<file path="src/design/tsir_pkg.sv">
`timescale 1ns / 1ps
// ----------------------------------------------------------------------------
// tsir_pkg: shared types and codes of the tile slide image remap
// Request and result payloads, configuration codes, controller/datapath
// command and status groups, and the controller state type.
// ----------------------------------------------------------------------------
package tsir_pkg;

  localparam int CFG_INDEX_W = 3;
  localparam int CFG_DATA_W  = 8;

  // Register indexes on the configuration port
  localparam logic [CFG_INDEX_W-1:0] REG_FRAME_WIDTH  = 3'd0;
  localparam logic [CFG_INDEX_W-1:0] REG_FRAME_HEIGHT = 3'd1;
  localparam logic [CFG_INDEX_W-1:0] REG_TILE_WIDTH   = 3'd2;
  localparam logic [CFG_INDEX_W-1:0] REG_TILE_HEIGHT  = 3'd3;
  localparam logic [CFG_INDEX_W-1:0] REG_BACKGROUND   = 3'd4;
  localparam logic [CFG_INDEX_W-1:0] REG_CHANNELS     = 3'd5;
  localparam logic [CFG_INDEX_W-1:0] REG_HAS_ALPHA    = 3'd6;

  // Request commands
  localparam logic [1:0] CMD_LOAD = 2'd0;
  localparam logic [1:0] CMD_TILE = 2'd1;
  localparam logic [1:0] CMD_READ = 2'd2;

  // Background codes
  localparam logic [1:0] BG_TRANSPARENT = 2'd0;
  localparam logic [1:0] BG_BLACK       = 2'd1;
  localparam logic [1:0] BG_WHITE       = 2'd2;

  localparam logic [31:0] ALPHA_OPAQUE = 32'd255;

  typedef struct packed {
    logic [1:0]        command;
    logic [31:0]       source_pixel;
    logic signed [7:0] tile_dx;
    logic signed [7:0] tile_dy;
  } in_req_t;

  typedef struct packed {
    logic [31:0] result_pixel;
    logic        last_pixel;
  } out_rsp_t;

  // Effective (clamped) configuration seen by the datapath
  typedef struct packed {
    logic [7:0]  fw;
    logic [7:0]  fh;
    logic [7:0]  tw;
    logic [7:0]  th;
    logic [31:0] mask;
    logic [31:0] bg_word;
  } cfg_t;

  typedef struct packed {
    logic load;
    logic read_issue;
    logic tile_start;
    logic base;
    logic copy;
    logic capture;
  } ctrl_cmd_t;

  typedef struct packed {
    logic copy_last;
    logic out_free;
  } dp_status_t;

  typedef enum logic [2:0] {
    ST_IDLE,
    ST_BASE,
    ST_COPY,
    ST_DRAIN,
    ST_READ
  } state_t;

  function automatic logic [31:0] chan_mask(input logic [2:0] ch);
    logic [31:0] m;
    case (ch)
      3'd1:    m = 32'h0000_00FF;
      3'd2:    m = 32'h0000_FFFF;
      3'd3:    m = 32'h00FF_FFFF;
      default: m = 32'hFFFF_FFFF;
    endcase
    return m;
  endfunction

endpackage

</file>
<file path="src/design/tsir_ctrl.sv">
`timescale 1ns / 1ps
// ----------------------------------------------------------------------------
// tsir_ctrl: request sequencer
// Accepts requests in idle and steps the datapath through tile copies and
// result reads.
// ----------------------------------------------------------------------------
module tsir_ctrl (
  input  logic                 clk,
  input  logic                 rst,
  input  logic                 in_valid,
  input  logic [1:0]           command,
  input  tsir_pkg::dp_status_t status,
  output logic                 in_ready,
  output tsir_pkg::ctrl_cmd_t  cmd
);
  import tsir_pkg::*;

  state_t state;
  state_t state_next;
  logic   accept;

  always_ff @(posedge clk) begin
    if (rst) begin
      state <= ST_IDLE;
    end else begin
      state <= state_next;
    end
  end

  always_comb begin
    state_next = state;
    unique case (state)
      ST_IDLE: begin
        if (in_valid && command == CMD_TILE) begin
          state_next = ST_BASE;
        end else if (in_valid && command == CMD_READ) begin
          state_next = ST_READ;
        end
      end
      ST_BASE:  state_next = ST_COPY;
      ST_COPY:  if (status.copy_last) state_next = ST_DRAIN;
      ST_DRAIN: state_next = ST_IDLE;
      ST_READ:  if (status.out_free) state_next = ST_IDLE;
      default:  state_next = ST_IDLE;
    endcase
  end

  always_comb begin
    in_ready       = (state == ST_IDLE);
    accept         = in_valid && in_ready;
    cmd.load       = accept && command == CMD_LOAD;
    cmd.read_issue = accept && command == CMD_READ;
    cmd.tile_start = accept && command == CMD_TILE;
    cmd.base       = (state == ST_BASE);
    cmd.copy       = (state == ST_COPY);
    cmd.capture    = (state == ST_READ) && status.out_free;
  end

endmodule

</file>
<file path="config.mk">
export PLATFORM = sky130hd
export DESIGN_NAME = tsir_ctrl
export DESIGN_NICKNAME = d
export VERILOG_FILES = /design/src/design/tsir_pkg.sv /design/src/design/tsir_ctrl.sv
export SDC_FILE = /design/constraint.sdc
export NUM_CORES = 1
export LEC_CHECK = 0
export BUFFER_PORTS_ARGS = -buffer_cell sky130_fd_sc_hd__clkbuf_2
export CORE_AREA = 2 2 39 41
export CTS_CLUSTER_DIAMETER = 80
export CTS_CLUSTER_SIZE = 8
export DETAILED_ROUTE_END_ITERATION = 8
export DIE_AREA = 0 0 41 43
export SKIP_LAST_GASP = 1
export SLEW_MARGIN = 20
export SYNTH_ARGS = -nofsm -noshare
export SYNTH_HDL_FRONTEND = slang
export SYNTH_SLANG_ARGS = --single-unit
</file>
<file path="constraint.sdc">
create_clock -name clk -period 3.3 [get_ports clk]
set_clock_uncertainty 0.15 [all_clocks]
set_input_delay 0.33 -clock clk [delete_from_list [all_inputs] [get_ports clk]]
set_output_delay 0.33 -clock clk [all_outputs]
set_load 0.01 [all_outputs]
</file>
==> results.sh <==
export IMPL_dp_hpwl_microns=401.9
export IMPL_cts_resized=0
export IMPL_globalplace_congestion=0.6284
export IMPL_synth_nets=28
export IMPL_yosysMostFrequentCell="dfxtp_1"
export IMPL_hold_buffers=0
export IMPL_largest_register_ffs=3
export IMPL_total_power_uw=130.6
export IMPL_avgSynthCellArea_sq_um=10.31
export IMPL_synth_seq_cells=3
export IMPL_first_iter_violations=0
export IMPL_min_delay_path_class="in2reg"
export IMPL_ir_worst_vdd_uv=66.87
export IMPL_viasPerCell=4.019
export IMPL_synth_main_ff_cell="dfxtp_1"
export IMPL_gr_total_overflow=0
export IMPL_drc=0
export IMPL_yosys_warnings=0
export IMPL_syn_inst=21
export IMPL_synth_top_area_frac=0.2775
export IMPL_synth_edf_count=0
export IMPL_cp_start_kind="flip-flop"
export IMPL_wire_per_inst_microns=9.717
export IMPL_cts_clk_slew_worst_paths_ns=0.04
export IMPL_finalSetupViolCount=0
export IMPL_drt_wl_total_microns=515
export IMPL_cts_sinks=3
export IMPL_cts_htree_levels=1
export IMPL_maxCapViolations=0
export IMPL_nets=45
export IMPL_finalSetupTns_ns=0
export IMPL_synth_compound_gate_area_share=0.1098
export IMPL_core_region_area_sq_um=1384
export IMPL_via_count=213
export IMPL_die_y_microns=43
export IMPL_synthXorXnorAreaFrac=0.04046
export IMPL_grt_pass1_vias=193
export IMPL_worstPathArrival_ns=1.28
export IMPL_slew_violations=0
export IMPL_cp_required_ns=2.82
export IMPL_crit_type="reg2out"
export IMPL_tightest_slew_ns=0.3454
export IMPL_grt_usage=0.06212
export IMPL_power_density_nw_per_um2=412.6
export IMPL_outcome="complete, no violations"
export IMPL_min_period_ns=1.760
export IMPL_synth_mux_area_frac=0
export IMPL_max_slew_margin=0.7694
export IMPL_synth_top_family_by_area="simple AND/OR/NAND/NOR gates"
export IMPL_area_growth_pct=46.24
export IMPL_busiest_layer="met2"
export IMPL_period_share=0.5332
export IMPL_dpl_cell_area_sq_um=290.3
export IMPL_ys_seq_area_frac=0.2775
export IMPL_regMostFlops="state"
export IMPL_dr_pass1_iters=1
export IMPL_clk_insertion_delay_late_ns=0.23
export IMPL_async_flop_share=0
export IMPL_grt_pass1_wl_microns=717
export IMPL_io_buffers=13
export IMPL_endpoint_kind="output port"
export IMPL_yosys_area_share_simple=0.5029
export IMPL_antenna_found_initial=0
export IMPL_dieArea_sq_um=1763
export IMPL_leakagePower_uw=0.0001469
export IMPL_synth_cell_types=17
export IMPL_die_x_microns=41
export IMPL_worstPathMaxFanout=8
export IMPL_yosysTopAreaCell="dfxtp_1"
export IMPL_cts_buffers=3
export IMPL_drive_gt1_frac=0.5135
export IMPL_grt_max_degree=9
export IMPL_synthTopCellsByCount="3 x dfxtp_1, 2 x nor3b_1, 2 x nor4bb_1"
export IMPL_netlist_area_sq_um=216.5
export IMPL_clk_path_buf_depth=2
export IMPL_start_util=0.1564
export IMPL_reg_top3="state x3"
export IMPL_synth_adder_area_share=0
export IMPL_use_met1=0.07348
export IMPL_max_freq_ghz=0.5683
export IMPL_cts_tree="done"
export IMPL_ctsRootBufferMaster="clkbuf_4"
export IMPL_io_pins=14
export IMPL_fin_area_sq_um=316.6
export IMPL_rows=14
export IMPL_hold_violations=0
export IMPL_use_met3=0
export IMPL_antenna_cells=0
export IMPL_postCtsSetupRepairBufs=0
export IMPL_rsz0062_at_grt="no"
export IMPL_ys_top_cells_by_area="dfxtp_1 28%, nor4bb_1 9.2%, nor3_4 7.5%"
export IMPL_detail_route_antenna_nets=0
export IMPL_met2_usage=0.08438
-- path summary, 6_finish.rpt --
path | startpoint | to | slack (ns) | cells after the start
worst max register to register | state[1]$_SDFFE_PP0P_ | state[2]$_SDFFE_PP0P_ | 2.05 | 2
worst min register to register | state[2]$_SDFFE_PP0P_ | state[1]$_SDFFE_PP0P_ | 0.46 | 1
worst max-delay path | state[1]$_SDFFE_PP0P_ | cmd[1] | 1.54 | 2
worst min-delay path | rst | state[2]$_SDFFE_PP0P_ | 0.15 | 2
-- per-stage QoR --
stage	utilization	worst slack (ns)	hold WS, ns	cells
detailed placement	0.2098	1.761	0.3867	49
global route	0.2288	1.409	0.1576	53
finish	0.2288	1.540	0.1484	53
global placement	0.2098	1.780	0.3802	49
CTS	0.2288	1.504	0.1412	53
floorplan	-	1.875	0.2446	21
-- layout by cell type (no fill, tap or decap), drive strengths merged, types with 2 or more instances in the layout --
cell | synthesis | layout
nor3b | 2 | 2
dfxtp | 3 | 3
clkbuf | 0 | 17
nor3 | 2 | 2
nor4bb | 2 | 2
-- layout make-up --
cell class,instances,area (sq um)
Tap cell,16,20.02
Sequential cell,3,60.06
Multi-Input combinational cell,16,141.4
Fill cell,164,1067
Timing Repair Buffer,13,65.06
Inverter,1,3.754
Clock buffer,4,26.28
-- metal layers --
layer	wire length (microns)	vias up
met3	33	0
met5	0	-
met2	230	9
met1	250	90
met4	0	0
li1	-	114
-- power by group --
group,switching [uW],internal (uW),total (uW)
combinational,11.2,12.6,23.8
sequential,4.37,38.2,42.6
clock,18.9,45.3,64.2
total,34.5,96.1,131
-- logic make-up (layout without fill, tap and decap cells) --
group,Yosys count,count (layout)
AND/OR/NAND/NOR,12,12
AO/OA/AOI/OAI,3,3
flip-flops,3,3
buffers and inverters,2,18
XOR/XNOR,1,1
-- critical path, stage by stage (launching register included) --
cell and delay, ns:
dfxtp_1 0.51, nor3b_1 0.34, clkbuf_2 0.19
(Power assumes the default switching activity.)
