[config.mk]
export PLATFORM = sky130hd
export DESIGN_NAME = tsir_cfg
export DESIGN_NICKNAME = d
export VERILOG_FILES = /design/src/design/tsir_pkg.sv /design/src/design/tsir_cfg.sv
export SDC_FILE = /design/constraint.sdc
export NUM_CORES = 1
export LEC_CHECK = 0
export BUFFER_PORTS_ARGS = -buffer_cell sky130_fd_sc_hd__buf_2
export CAP_MARGIN = 40
export CELL_PAD_IN_SITES_DETAIL_PLACEMENT = 0
export CELL_PAD_IN_SITES_GLOBAL_PLACEMENT = 1
export CORE_ASPECT_RATIO = 1.2
export CORE_MARGIN = 5
export CORE_UTILIZATION = 25
export DETAILED_ROUTE_END_ITERATION = 12
export PLACE_DENSITY_LB_ADDON = 0.1
export SLEW_MARGIN = 25
export SYNTH_ARGS = -nofsm -noshare
export SYNTH_HDL_FRONTEND = slang
export SYNTH_SLANG_ARGS = --single-unit
[constraint.sdc]
create_clock -name clk -period 4.4 [get_ports clk]
set_clock_uncertainty 0.05 [all_clocks]
set_input_delay 0.22 -clock clk [delete_from_list [all_inputs] [get_ports clk]]
set_output_delay 0.22 -clock clk [all_outputs]
set_load 0.01 [all_outputs]
[src/design/tsir_pkg.sv]
`timescale 1ns / 1ps
// ----------------------------------------------------------------------------
// tsir_pkg: shared types and codes of the tile slide image remap
// Request and result payloads, configuration codes, controller/datapath
// command and status groups, and the controller state type.
// ----------------------------------------------------------------------------
package tsir_pkg;

  localparam int CFG_INDEX_W = 3;
  localparam int CFG_DATA_W  = 8;

  // Register indexes on the configuration port
  localparam logic [CFG_INDEX_W-1:0] REG_FRAME_WIDTH  = 3'd0;
  localparam logic [CFG_INDEX_W-1:0] REG_FRAME_HEIGHT = 3'd1;
  localparam logic [CFG_INDEX_W-1:0] REG_TILE_WIDTH   = 3'd2;
  localparam logic [CFG_INDEX_W-1:0] REG_TILE_HEIGHT  = 3'd3;
  localparam logic [CFG_INDEX_W-1:0] REG_BACKGROUND   = 3'd4;
  localparam logic [CFG_INDEX_W-1:0] REG_CHANNELS     = 3'd5;
  localparam logic [CFG_INDEX_W-1:0] REG_HAS_ALPHA    = 3'd6;

  // Request commands
  localparam logic [1:0] CMD_LOAD = 2'd0;
  localparam logic [1:0] CMD_TILE = 2'd1;
  localparam logic [1:0] CMD_READ = 2'd2;

  // Background codes
  localparam logic [1:0] BG_TRANSPARENT = 2'd0;
  localparam logic [1:0] BG_BLACK       = 2'd1;
  localparam logic [1:0] BG_WHITE       = 2'd2;

  localparam logic [31:0] ALPHA_OPAQUE = 32'd255;

  typedef struct packed {
    logic [1:0]        command;
    logic [31:0]       source_pixel;
    logic signed [7:0] tile_dx;
    logic signed [7:0] tile_dy;
  } in_req_t;

  typedef struct packed {
    logic [31:0] result_pixel;
    logic        last_pixel;
  } out_rsp_t;

  // Effective (clamped) configuration seen by the datapath
  typedef struct packed {
    logic [7:0]  fw;
    logic [7:0]  fh;
    logic [7:0]  tw;
    logic [7:0]  th;
    logic [31:0] mask;
    logic [31:0] bg_word;
  } cfg_t;

  typedef struct packed {
    logic load;
    logic read_issue;
    logic tile_start;
    logic base;
    logic copy;
    logic capture;
  } ctrl_cmd_t;

  typedef struct packed {
    logic copy_last;
    logic out_free;
  } dp_status_t;

  typedef enum logic [2:0] {
    ST_IDLE,
    ST_BASE,
    ST_COPY,
    ST_DRAIN,
    ST_READ
  } state_t;

  function automatic logic [31:0] chan_mask(input logic [2:0] ch);
    logic [31:0] m;
    case (ch)
      3'd1:    m = 32'h0000_00FF;
      3'd2:    m = 32'h0000_FFFF;
      3'd3:    m = 32'h00FF_FFFF;
      default: m = 32'hFFFF_FFFF;
    endcase
    return m;
  endfunction

endpackage

[src/design/tsir_cfg.sv]
`timescale 1ns / 1ps
// ----------------------------------------------------------------------------
// tsir_cfg: configuration registers
// Holds the written registers and derives the clamped sizes, channel mask
// and background word.
// ----------------------------------------------------------------------------
module tsir_cfg #(
  parameter int MAX_WIDTH    = 128,
  parameter int MAX_HEIGHT   = 128,
  parameter int MAX_CHANNELS = 4
) (
  input  logic                             clk,
  input  logic                             rst,
  input  logic                             cfg_write,
  input  logic [tsir_pkg::CFG_INDEX_W-1:0] cfg_index,
  input  logic [tsir_pkg::CFG_DATA_W-1:0]  cfg_data,
  output tsir_pkg::cfg_t                   cfg
);
  import tsir_pkg::*;

  logic [7:0] frame_width;
  logic [7:0] frame_height;
  logic [7:0] tile_w;
  logic [7:0] tile_h;
  logic [1:0] background;
  logic [2:0] channels;
  logic       has_alpha;

  logic [2:0] eff_ch;
  logic [1:0] alpha_pos;

  always_ff @(posedge clk) begin
    if (rst) begin
      frame_width  <= 8'd128;
      frame_height <= 8'd128;
      tile_w       <= 8'd50;
      tile_h       <= 8'd50;
      background   <= BG_TRANSPARENT;
      channels     <= 3'd4;
      has_alpha    <= 1'b1;
    end else if (cfg_write) begin
      unique case (cfg_index)
        REG_FRAME_WIDTH:  frame_width  <= cfg_data;
        REG_FRAME_HEIGHT: frame_height <= cfg_data;
        REG_TILE_WIDTH:   tile_w       <= cfg_data;
        REG_TILE_HEIGHT:  tile_h       <= cfg_data;
        REG_BACKGROUND:   background   <= cfg_data[1:0];
        REG_CHANNELS:     channels     <= cfg_data[2:0];
        REG_HAS_ALPHA:    has_alpha    <= cfg_data[0];
        default: ;
      endcase
    end
  end

  always_comb begin
    cfg.fw = (frame_width == 8'd0) ? 8'd1 :
             ((int'(frame_width) > MAX_WIDTH) ? 8'(MAX_WIDTH) : frame_width);
    cfg.fh = (frame_height == 8'd0) ? 8'd1 :
             ((int'(frame_height) > MAX_HEIGHT) ? 8'(MAX_HEIGHT) : frame_height);
    cfg.tw = (tile_w == 8'd0) ? 8'd1 : tile_w;
    cfg.th = (tile_h == 8'd0) ? 8'd1 : tile_h;
    eff_ch = (channels == 3'd0) ? 3'd1 :
             ((int'(channels) > MAX_CHANNELS) ? 3'(MAX_CHANNELS) : channels);
    alpha_pos = 2'(eff_ch - 3'd1);
    cfg.mask  = chan_mask(eff_ch);
    // unused background code falls through to transparent
    case (background)
      BG_WHITE: cfg.bg_word = cfg.mask;
      BG_BLACK: cfg.bg_word = has_alpha ? (ALPHA_OPAQUE << {alpha_pos, 3'b000}) : 32'd0;
      default:  cfg.bg_word = 32'd0;
    endcase
  end

endmodule

==> results of run 1 <==
==> critical path, stage by stage (launching register included) <==
cell	delay, ps
dfxtp_1	360
inv_1	50
ha_1	340
nor3b_1	540
buf_2	240
==> placed cells by master, fill, tap and decap left out, types with 3 or more instances in the layout <==
master / instances
buf_2: 101
nand2b_1: 38
mux2i_1: 38
dfxtp_1: 38
nor2_1: 17
nor2b_1: 12
conb_1: 8
clkbuf_8: 6
inv_1: 5
nand4bb_1: 5
a21oi_1: 3
nand4b_1: 3
==> synth_stat cells (all sizes together), types with 3 or more instances <==
cell	instances	share of area
nand4bb	5	0.024
buf	59	0.19
nand2b	38	0.10
nand4b	3	0.011
nor2	17	0.027
mux2i	38	0.16
inv	5	0.0080
dfxtp	38	0.33
nor2b	12	0.032
a21oi	3	0.0064
clkbuf	24	0.039
==> registers in the layout, indices dropped and copies added, names as in the netlist <==
register      count
background        2
tile_w            8
has_alpha         1
frame_width       8
tile_h            8
frame_height      8
channels          3
==> power breakdown <==
group          internal (mW)  switching, mW  total [mW]  leakage [nW]
clock                  0.242          0.128       0.370        0.0714
combinational         0.0299         0.0407      0.0706         0.938
sequential             0.351        0.00708       0.358         0.308
==> per-layer routing <==
| layer | GRT usage | part of all wire | up-vias |
|---|---|---|---|
| met5 | 0 | 0 | - |
| met4 | 0.03279 | 0.013 | 0 |
| met3 | 0.02830 | 0.077 | 5 |
| met2 | 0.1767 | 0.50 | 74 |
| met1 | 0.1126 | 0.41 | 795 |
| li1 | - | - | 844 |
==> through the flow <==
step / instances / worst slack [ps] / power (mW)
3_3_place_gp: 407 / 2660 / 0.4396
2_1_floorplan: 269 / 2478 / 0.4219
4_1_cts: 415 / 2248 / 0.8133
3_5_place_dp: 407 / 2583 / 0.4394
5_1_grt: 415 / 1998 / 0.8356
6_report: 415 / 2307 / 0.7988
==> worst max-delay path by stage <==
stage | from | to | slack [ps] | cells after the start
2_1_floorplan | background[0] | cfg[25] | 2480 | 4
3_3_place_gp | background[0] | cfg[24] | 2660 | 4
3_5_place_dp | background[0] | cfg[26] | 2580 | 4
4_1_cts | background[0] | cfg[26] | 2250 | 4
5_1_grt | background[0] | cfg[24] | 2000 | 4
6_report | background[0] | cfg[26] | 2310 | 4
==> area by class of cell <==
type	instances	area, sq um	share of cell area
clock buffer	6	82.58	0.03149
clock inverter	2	60.06	0.02290
inverter	5	18.77	0.007156
multi-input combinational	143	1045	0.3984
sequential	38	760.7	0.2901
tap	120	150.1	0.05725
timing repair buffer	101	505.5	0.1927
==> cells by family after synthesis <==
kind of cell             Yosys count  synth area share
buffers and inverters             88            0.2371
AND/OR/NAND/NOR                   86            0.2344
multiplexers                      38            0.1631
flip-flops                        38            0.3262
AO/OA/AOI/OAI                      9           0.02682
adder cells (fa/ha/maj)            2           0.01073
other                              1          0.001608
==> results.ini, run 1 <==
[finish]
diodes=0
syn_to_final_growth_pct=12.45
final_core_util=0.2888
fill_cells=998
final_nets=310
final_cell_area_sq_um=2623
layout-drive-gt1-share=0.3695

[clocking]
cts_max_level=2
cts_inserted_buffers=5
cts_setup_buffers=0
cts_sinks=38
clockRootBuffer=clkbuf_8
cts_hold_buf=0
cts_resized=0
clkTransAtPathRegs_ps=70
clock_latency_ps=280
clockBufferDepth=2
cts_tree=done

[hold_path]
min_from=cfg_data[0]
min_to=has_alpha
hp-class=in2reg
hold_depth=3

[timing]
maxSlewViolCount=0
rsz0062_at_grt=false
fmax_mhz=477.7
relSlewSlack=0.4878
hold_violations=0
fin_crit_sh=0.4757
tightest_slew_ps=768.3
tns_ps=0
min_period_ps=2093
finalSetupViolations=0
hold_slack_ps=150.4

[global_routing]
antenna_found_initial=0
track_usage=0.09833
grt_max_degree=53
grt_first_pass_wirelength_um=8880
grt_pass1_vias=1699
grt.overflow.total=0

[routing]
drt_wl_total_um=5686
dr.pass1.iters=4
drcViolationCount=0
ant_nets=0
drt-vias-per-instance=4.140
vias=1718
avgRoutedWirePerCell_um=13.70
dr.first_iter.drc_count=44

[worst_setup_path]
end_kind=output port
rr_worst_depth=2
worstReg2RegStart=channels[2]
path_class=reg2out
required_ps=4130
arrival_ps=1820
rrSetupSlack_ps=3510
reg2reg_to=channels[2]
crit_fanout=8
cp-start-kind=flop

[synth]
syn_area_sq_um=2332
yosysSeqAreaShare=0.3262
synth_cells=262
yosysWarnings=0
synth_edf_count=0
yosysUniqueCellTypes=25
ys.flop_type=dfxtp_1
synth_area_per_cell_sq_um=8.902
synth-async-reset-ratio=0
ys_seq_elements=38

[power]
ir_drop_uv=145.5
p_leak_nw=1.317
p_per_area_nw_per_um2=304.6

[floorplan]
start_util=0.2568
rows=38
die_h_um=115.8
chipWidth_um=98.17
dieArea_sq_um=11370
core_sq_um=9081
ios=110

[run_status]
run_status=completed

[place]
hpwlAfterDp_um=4344
gp_congestion=0.6710
port-buffer-count=101
place_area_sq_um=2480

[run]
drv_cap=0

Note: power is estimated with default switching activity, not from simulation.
==> inputs of run 2 (changes only) <==
Clock period 4.4 ns to 1.7 ns, I/O delays scaled along.
==> run 2 against run 1 <==
Critical path type unchanged. Cell count rose by 1.4%. Largest power group is now sequential cells. Utilization rose by 1.7 points. Highest routed layer unchanged. Die area is the same. Global-route usage is 0.19 points higher.
==> results.ini, run 2 (synthesis results as in run 1) <==
[clocking]
clkTransAtPathRegs_ps=70
cts_inserted_buffers=5
clock_latency_ps=280
clockRootBuffer=clkbuf_8
cts_max_level=2
cts_tree=done
clockBufferDepth=2
cts_sinks=38

[timing]
hold_violations=0
fin_crit_sh=0.9948
min_period_ps=1691
maxSlewViolCount=0
rsz0062_at_grt=true
fmax_mhz=591.3
tns_ps=0
finalSetupViolations=0

[hold_path]
min_from=cfg_data[0]
hp-class=in2reg

[floorplan]
dieArea_sq_um=11370
rows=38
ios=110
chipWidth_um=98.17
core_sq_um=9081
die_h_um=115.8
start_util=0.2568

[worst_setup_path]
path_class=reg2out
cp-start-kind=flop
critPathLaunch=frame_width[1]
crit_chain=or4_4 > o41ai_4 > buf_2
crit_path_max_incr_delay_ps=540
crit_fanout=3
worstReg2RegStart=frame_width[7]
end_kind=output port
arrival_ps=1560
required_ps=1560
cp_slowest_cell=or4_4

[routing]
drt_wl_total_um=5839
avgRoutedWirePerCell_um=13.87
dr.pass1.iters=3
vias=1745
dr.first_iter.drc_count=16
ant_nets=0
drt-vias-per-instance=4.145
drcViolationCount=0

[global_routing]
grt_pass1_vias=1719
grt.overflow.total=0
grt_first_pass_wirelength_um=9011
antenna_found_initial=0
grt_max_degree=27
track_usage=0.1002

[finish]
diodes=0
layout-drive-gt1-share=0.4352
final_nets=316
layout_commonest_cell=buf_2
layout_common_cells=buf_2, nand2b_1, mux2i_1
syn_to_final_growth_pct=19.21
ff_latch_area_sq_um=772.0
fill_cells=970
multiInputGateArea_sq_um=1129

[power]
clock_power_share=0.391
p_seq_frac=0.501
ir_drop_uv=271.9
internal_power_mw=1.405
switchingPower_uw=447.3
swShare=0.2415
p_per_area_nw_per_um2=666.3
p_leak_nw=1.359
finalPower_mw=1.852
comb_power_share=0.108

[place]
hpwlAfterDp_um=4470
gp_congestion=0.6347
port-buffer-count=101

[run_status]
run_status=completed

[run]
drv_cap=0

-- run 2: power by group through the flow --
| stage | Combinational [mW] | Sequential [mW] | Clock, mW |
|---|---|---|---|
| floorplan | 0.150 | 0.942 | 0 |
| global placement | 0.195 | 0.949 | 0 |
| detailed placement | 0.195 | 0.949 | 0 |
| CTS | 0.199 | 0.929 | 0.764 |
| global route | 0.221 | 0.932 | 0.795 |
| finish | 0.199 | 0.928 | 0.725 |
-- run 2: metal layers --
layer,GRT usage,part of all wire,wire length [um]
met4,0.03552,0.015,85
met2,0.1862,0.51,2952
met5,0,0,0
met3,0.02228,0.080,465
met1,0.1129,0.40,2337
-- run 2: critical path, delay by kind of cell, from the launching register on --
family	cells	cell delay, ps
AO/OA/AOI/OAI	1	220
AND/OR/NAND/NOR	1	540
buffers and inverters	1	180
flip-flops	1	340
-- run 2: through the flow --
| step | worst slack (ps) | util | instances | hold slack (ps) | instance area (sq um) |
|---|---|---|---|---|---|
| 4_1_cts | -13.70 | 0.2948 | 421 | 11.58 | 2678 |
| 3_5_place_dp | 229.6 | 0.2786 | 413 | 321.4 | 2530 |
| 5_1_grt | -50.16 | 0.3061 | 421 | 33.23 | 2780 |
| 3_3_place_gp | 247.3 | 0.2786 | 413 | 311.4 | 2530 |
| 2_1_floorplan | -84.83 | - | 269 | 196.2 | 2364 |
| 6_report | 8.885 | 0.3061 | 421 | 23.78 | 2780 |
-- run 2: layout make-up --
cell class	count	share of cell area
clock buffers	8	0.03960
inverters	5	0.007651
well taps	120	0.05401
flip-flops and latches	38	0.2777
multi-input cells	143	0.4059
repair buffers	107	0.2151
-- run 2: path summary, 6_finish.rpt --
| kind | cells after the start | endpoint | slack (ps) |
|---|---|---|---|
| max reg2reg | 2 | frame_width[7] | 820 |
| min | 3 | has_alpha | 20 |
| max | 3 | cfg[88] | 9 |
| min reg2reg | 2 | frame_width[0] | 440 |
-- run 2: timing repair --
item	4_1_cts	5_1_grt
gates resized for setup	9	21
hold buffers	0	0
pin swaps	1	5
buffers inserted	0	0
setup endpoints to repair	34	34
==> inputs of run 3 (changes only) <==
Settings changed: SETUP_SLACK_MARGIN set to 0.2.
==> run 3 against run 2 <==
Worst hold slack worse by 0.91 ps. Critical path type unchanged. Die area is the same. Non-clock buffer count increased by 2. Largest power group unchanged. Utilization is 1.2 points higher. Via count rose by 0.52%.
==> results.ini, run 3 (synthesis results as in run 1) <==
[finish]
layout_commonest_cell=buf_2
layout-drive-gt1-share=0.4455
layout_common_cells=buf_2, nand2b_1, mux2i_1
diodes=0
final_nets=318
syn_to_final_growth_pct=23.93

[worst_setup_path]
required_ps=1560
crit_chain=or4_1 > o41ai_2 > buf_2
crit_fanout=3
arrival_ps=1540
rr_worst_depth=2
end_kind=output port
crit_path_max_incr_delay_ps=530
cp-start-kind=flop
cp_slowest_cell=or4_1
path_class=reg2out

[timing]
maxSlewViolCount=0
min_period_ps=1678
fin_ws_ps=21.98
rsz0062_at_grt=true
hold_violations=0
tns_ps=0
fmax_mhz=595.9
fin_crit_sh=0.9871
hold_slack_ps=22.87
finalSetupViolations=0

[routing]
dr.pass1.iters=3
vias=1754
dr.first_iter.drc_count=12
drt-vias-per-instance=4.147
avgRoutedWirePerCell_um=13.97
drcViolationCount=0
ant_nets=0
drt_wl_total_um=5910

[clocking]
cts_max_level=2
cts_inserted_buffers=5
cts_tree=done
clockRootBuffer=clkbuf_8
clockBufferDepth=2
cts_sinks=38
clkTransAtPathRegs_ps=70
clock_latency_ps=290

[floorplan]
ios=110
die_h_um=115.8
core_sq_um=9081
dieArea_sq_um=11370
start_util=0.2568
rows=38
chipWidth_um=98.17

[global_routing]
grt_max_degree=27
antenna_found_initial=0
grt_first_pass_wirelength_um=9177
grt_pass1_vias=1750
track_usage=0.1018
grt.overflow.total=0

[power]
p_leak_nw=1.379
comb_power_share=0.110
clock_power_share=0.391
p_per_area_nw_per_um2=642.9
p_seq_frac=0.500
internal_power_mw=1.408
switchingPower_uw=450.4
swShare=0.2424
ir_drop_uv=272.0

[hold_path]
hp-class=in2reg
hold_depth=3

[place]
post-place-ws_ps=229.6
port-buffer-count=101
hpwlAfterDp_um=4470
gp_congestion=0.6347

[run_status]
run_status=completed

[run]
drv_cap=0

[run 3: worst max-delay path, delay by kind of cell (launching register included)]
family | cells | cell delay (ps)
buf+inv | 1 | 180
simple gates | 1 | 530
compound gates | 1 | 220
flops | 1 | 330
[run 3: final timing paths]
path,startpoint,end,slack (ps)
hold / removal,cfg_data[0],has_alpha,20
hold reg to reg,frame_width[0],frame_width[0],440
setup / recovery,frame_height[5],cfg[80],20
setup reg to reg,frame_width[7],frame_width[7],830
[run 3: power groups by stage]
stage | sequential (mW) | clock [mW] | combinational [mW]
2_1_floorplan | 0.942 | 0 | 0.150
3_5_place_dp | 0.949 | 0 | 0.195
5_1_grt | 0.932 | 0.795 | 0.226
4_1_cts | 0.929 | 0.764 | 0.206
3_3_place_gp | 0.949 | 0 | 0.195
6_report | 0.928 | 0.727 | 0.203
[run 3: stage by stage]
stage	utilization	area, sq um	power [mW]	std cells
floorplan	-	2364	1.092	269
global placement	0.2786	2530	1.145	413
detailed placement	0.2786	2530	1.144	413
CTS	0.3122	2835	1.899	423
finish	0.3183	2890	1.858	423
global route	0.3183	2890	1.953	423
[run 3: layout make-up]
type | count | area (sq um)
clock buffer | 8 | 110.1
fill | 958 | 6191
inverter | 5 | 18.77
multi-input combinational | 143 | 1147
sequential | 38 | 772.0
tap | 120 | 150.1
timing repair buffer | 109 | 691.9
[run 3: layer usage]
layer / up-vias / part of all wire / GRT usage / wire length [um]
met5: - / 0 / 0 / 0
met4: 0 / 0.014 / 0.03552 / 85
met3: 6 / 0.079 / 0.02529 / 466
met2: 74 / 0.51 / 0.1898 / 3010
met1: 810 / 0.40 / 0.1129 / 2348
li1: 864 / - / - / -
[run 3: timing repair]
item	in CTS	in global routing
buffers inserted	2	0
endpoints found under the setup margin	34	42
hold buffers	0	0
gates resized for setup	36	10
cloned	0	0
endpoints found under the hold margin	0	0
pin swaps	5	1
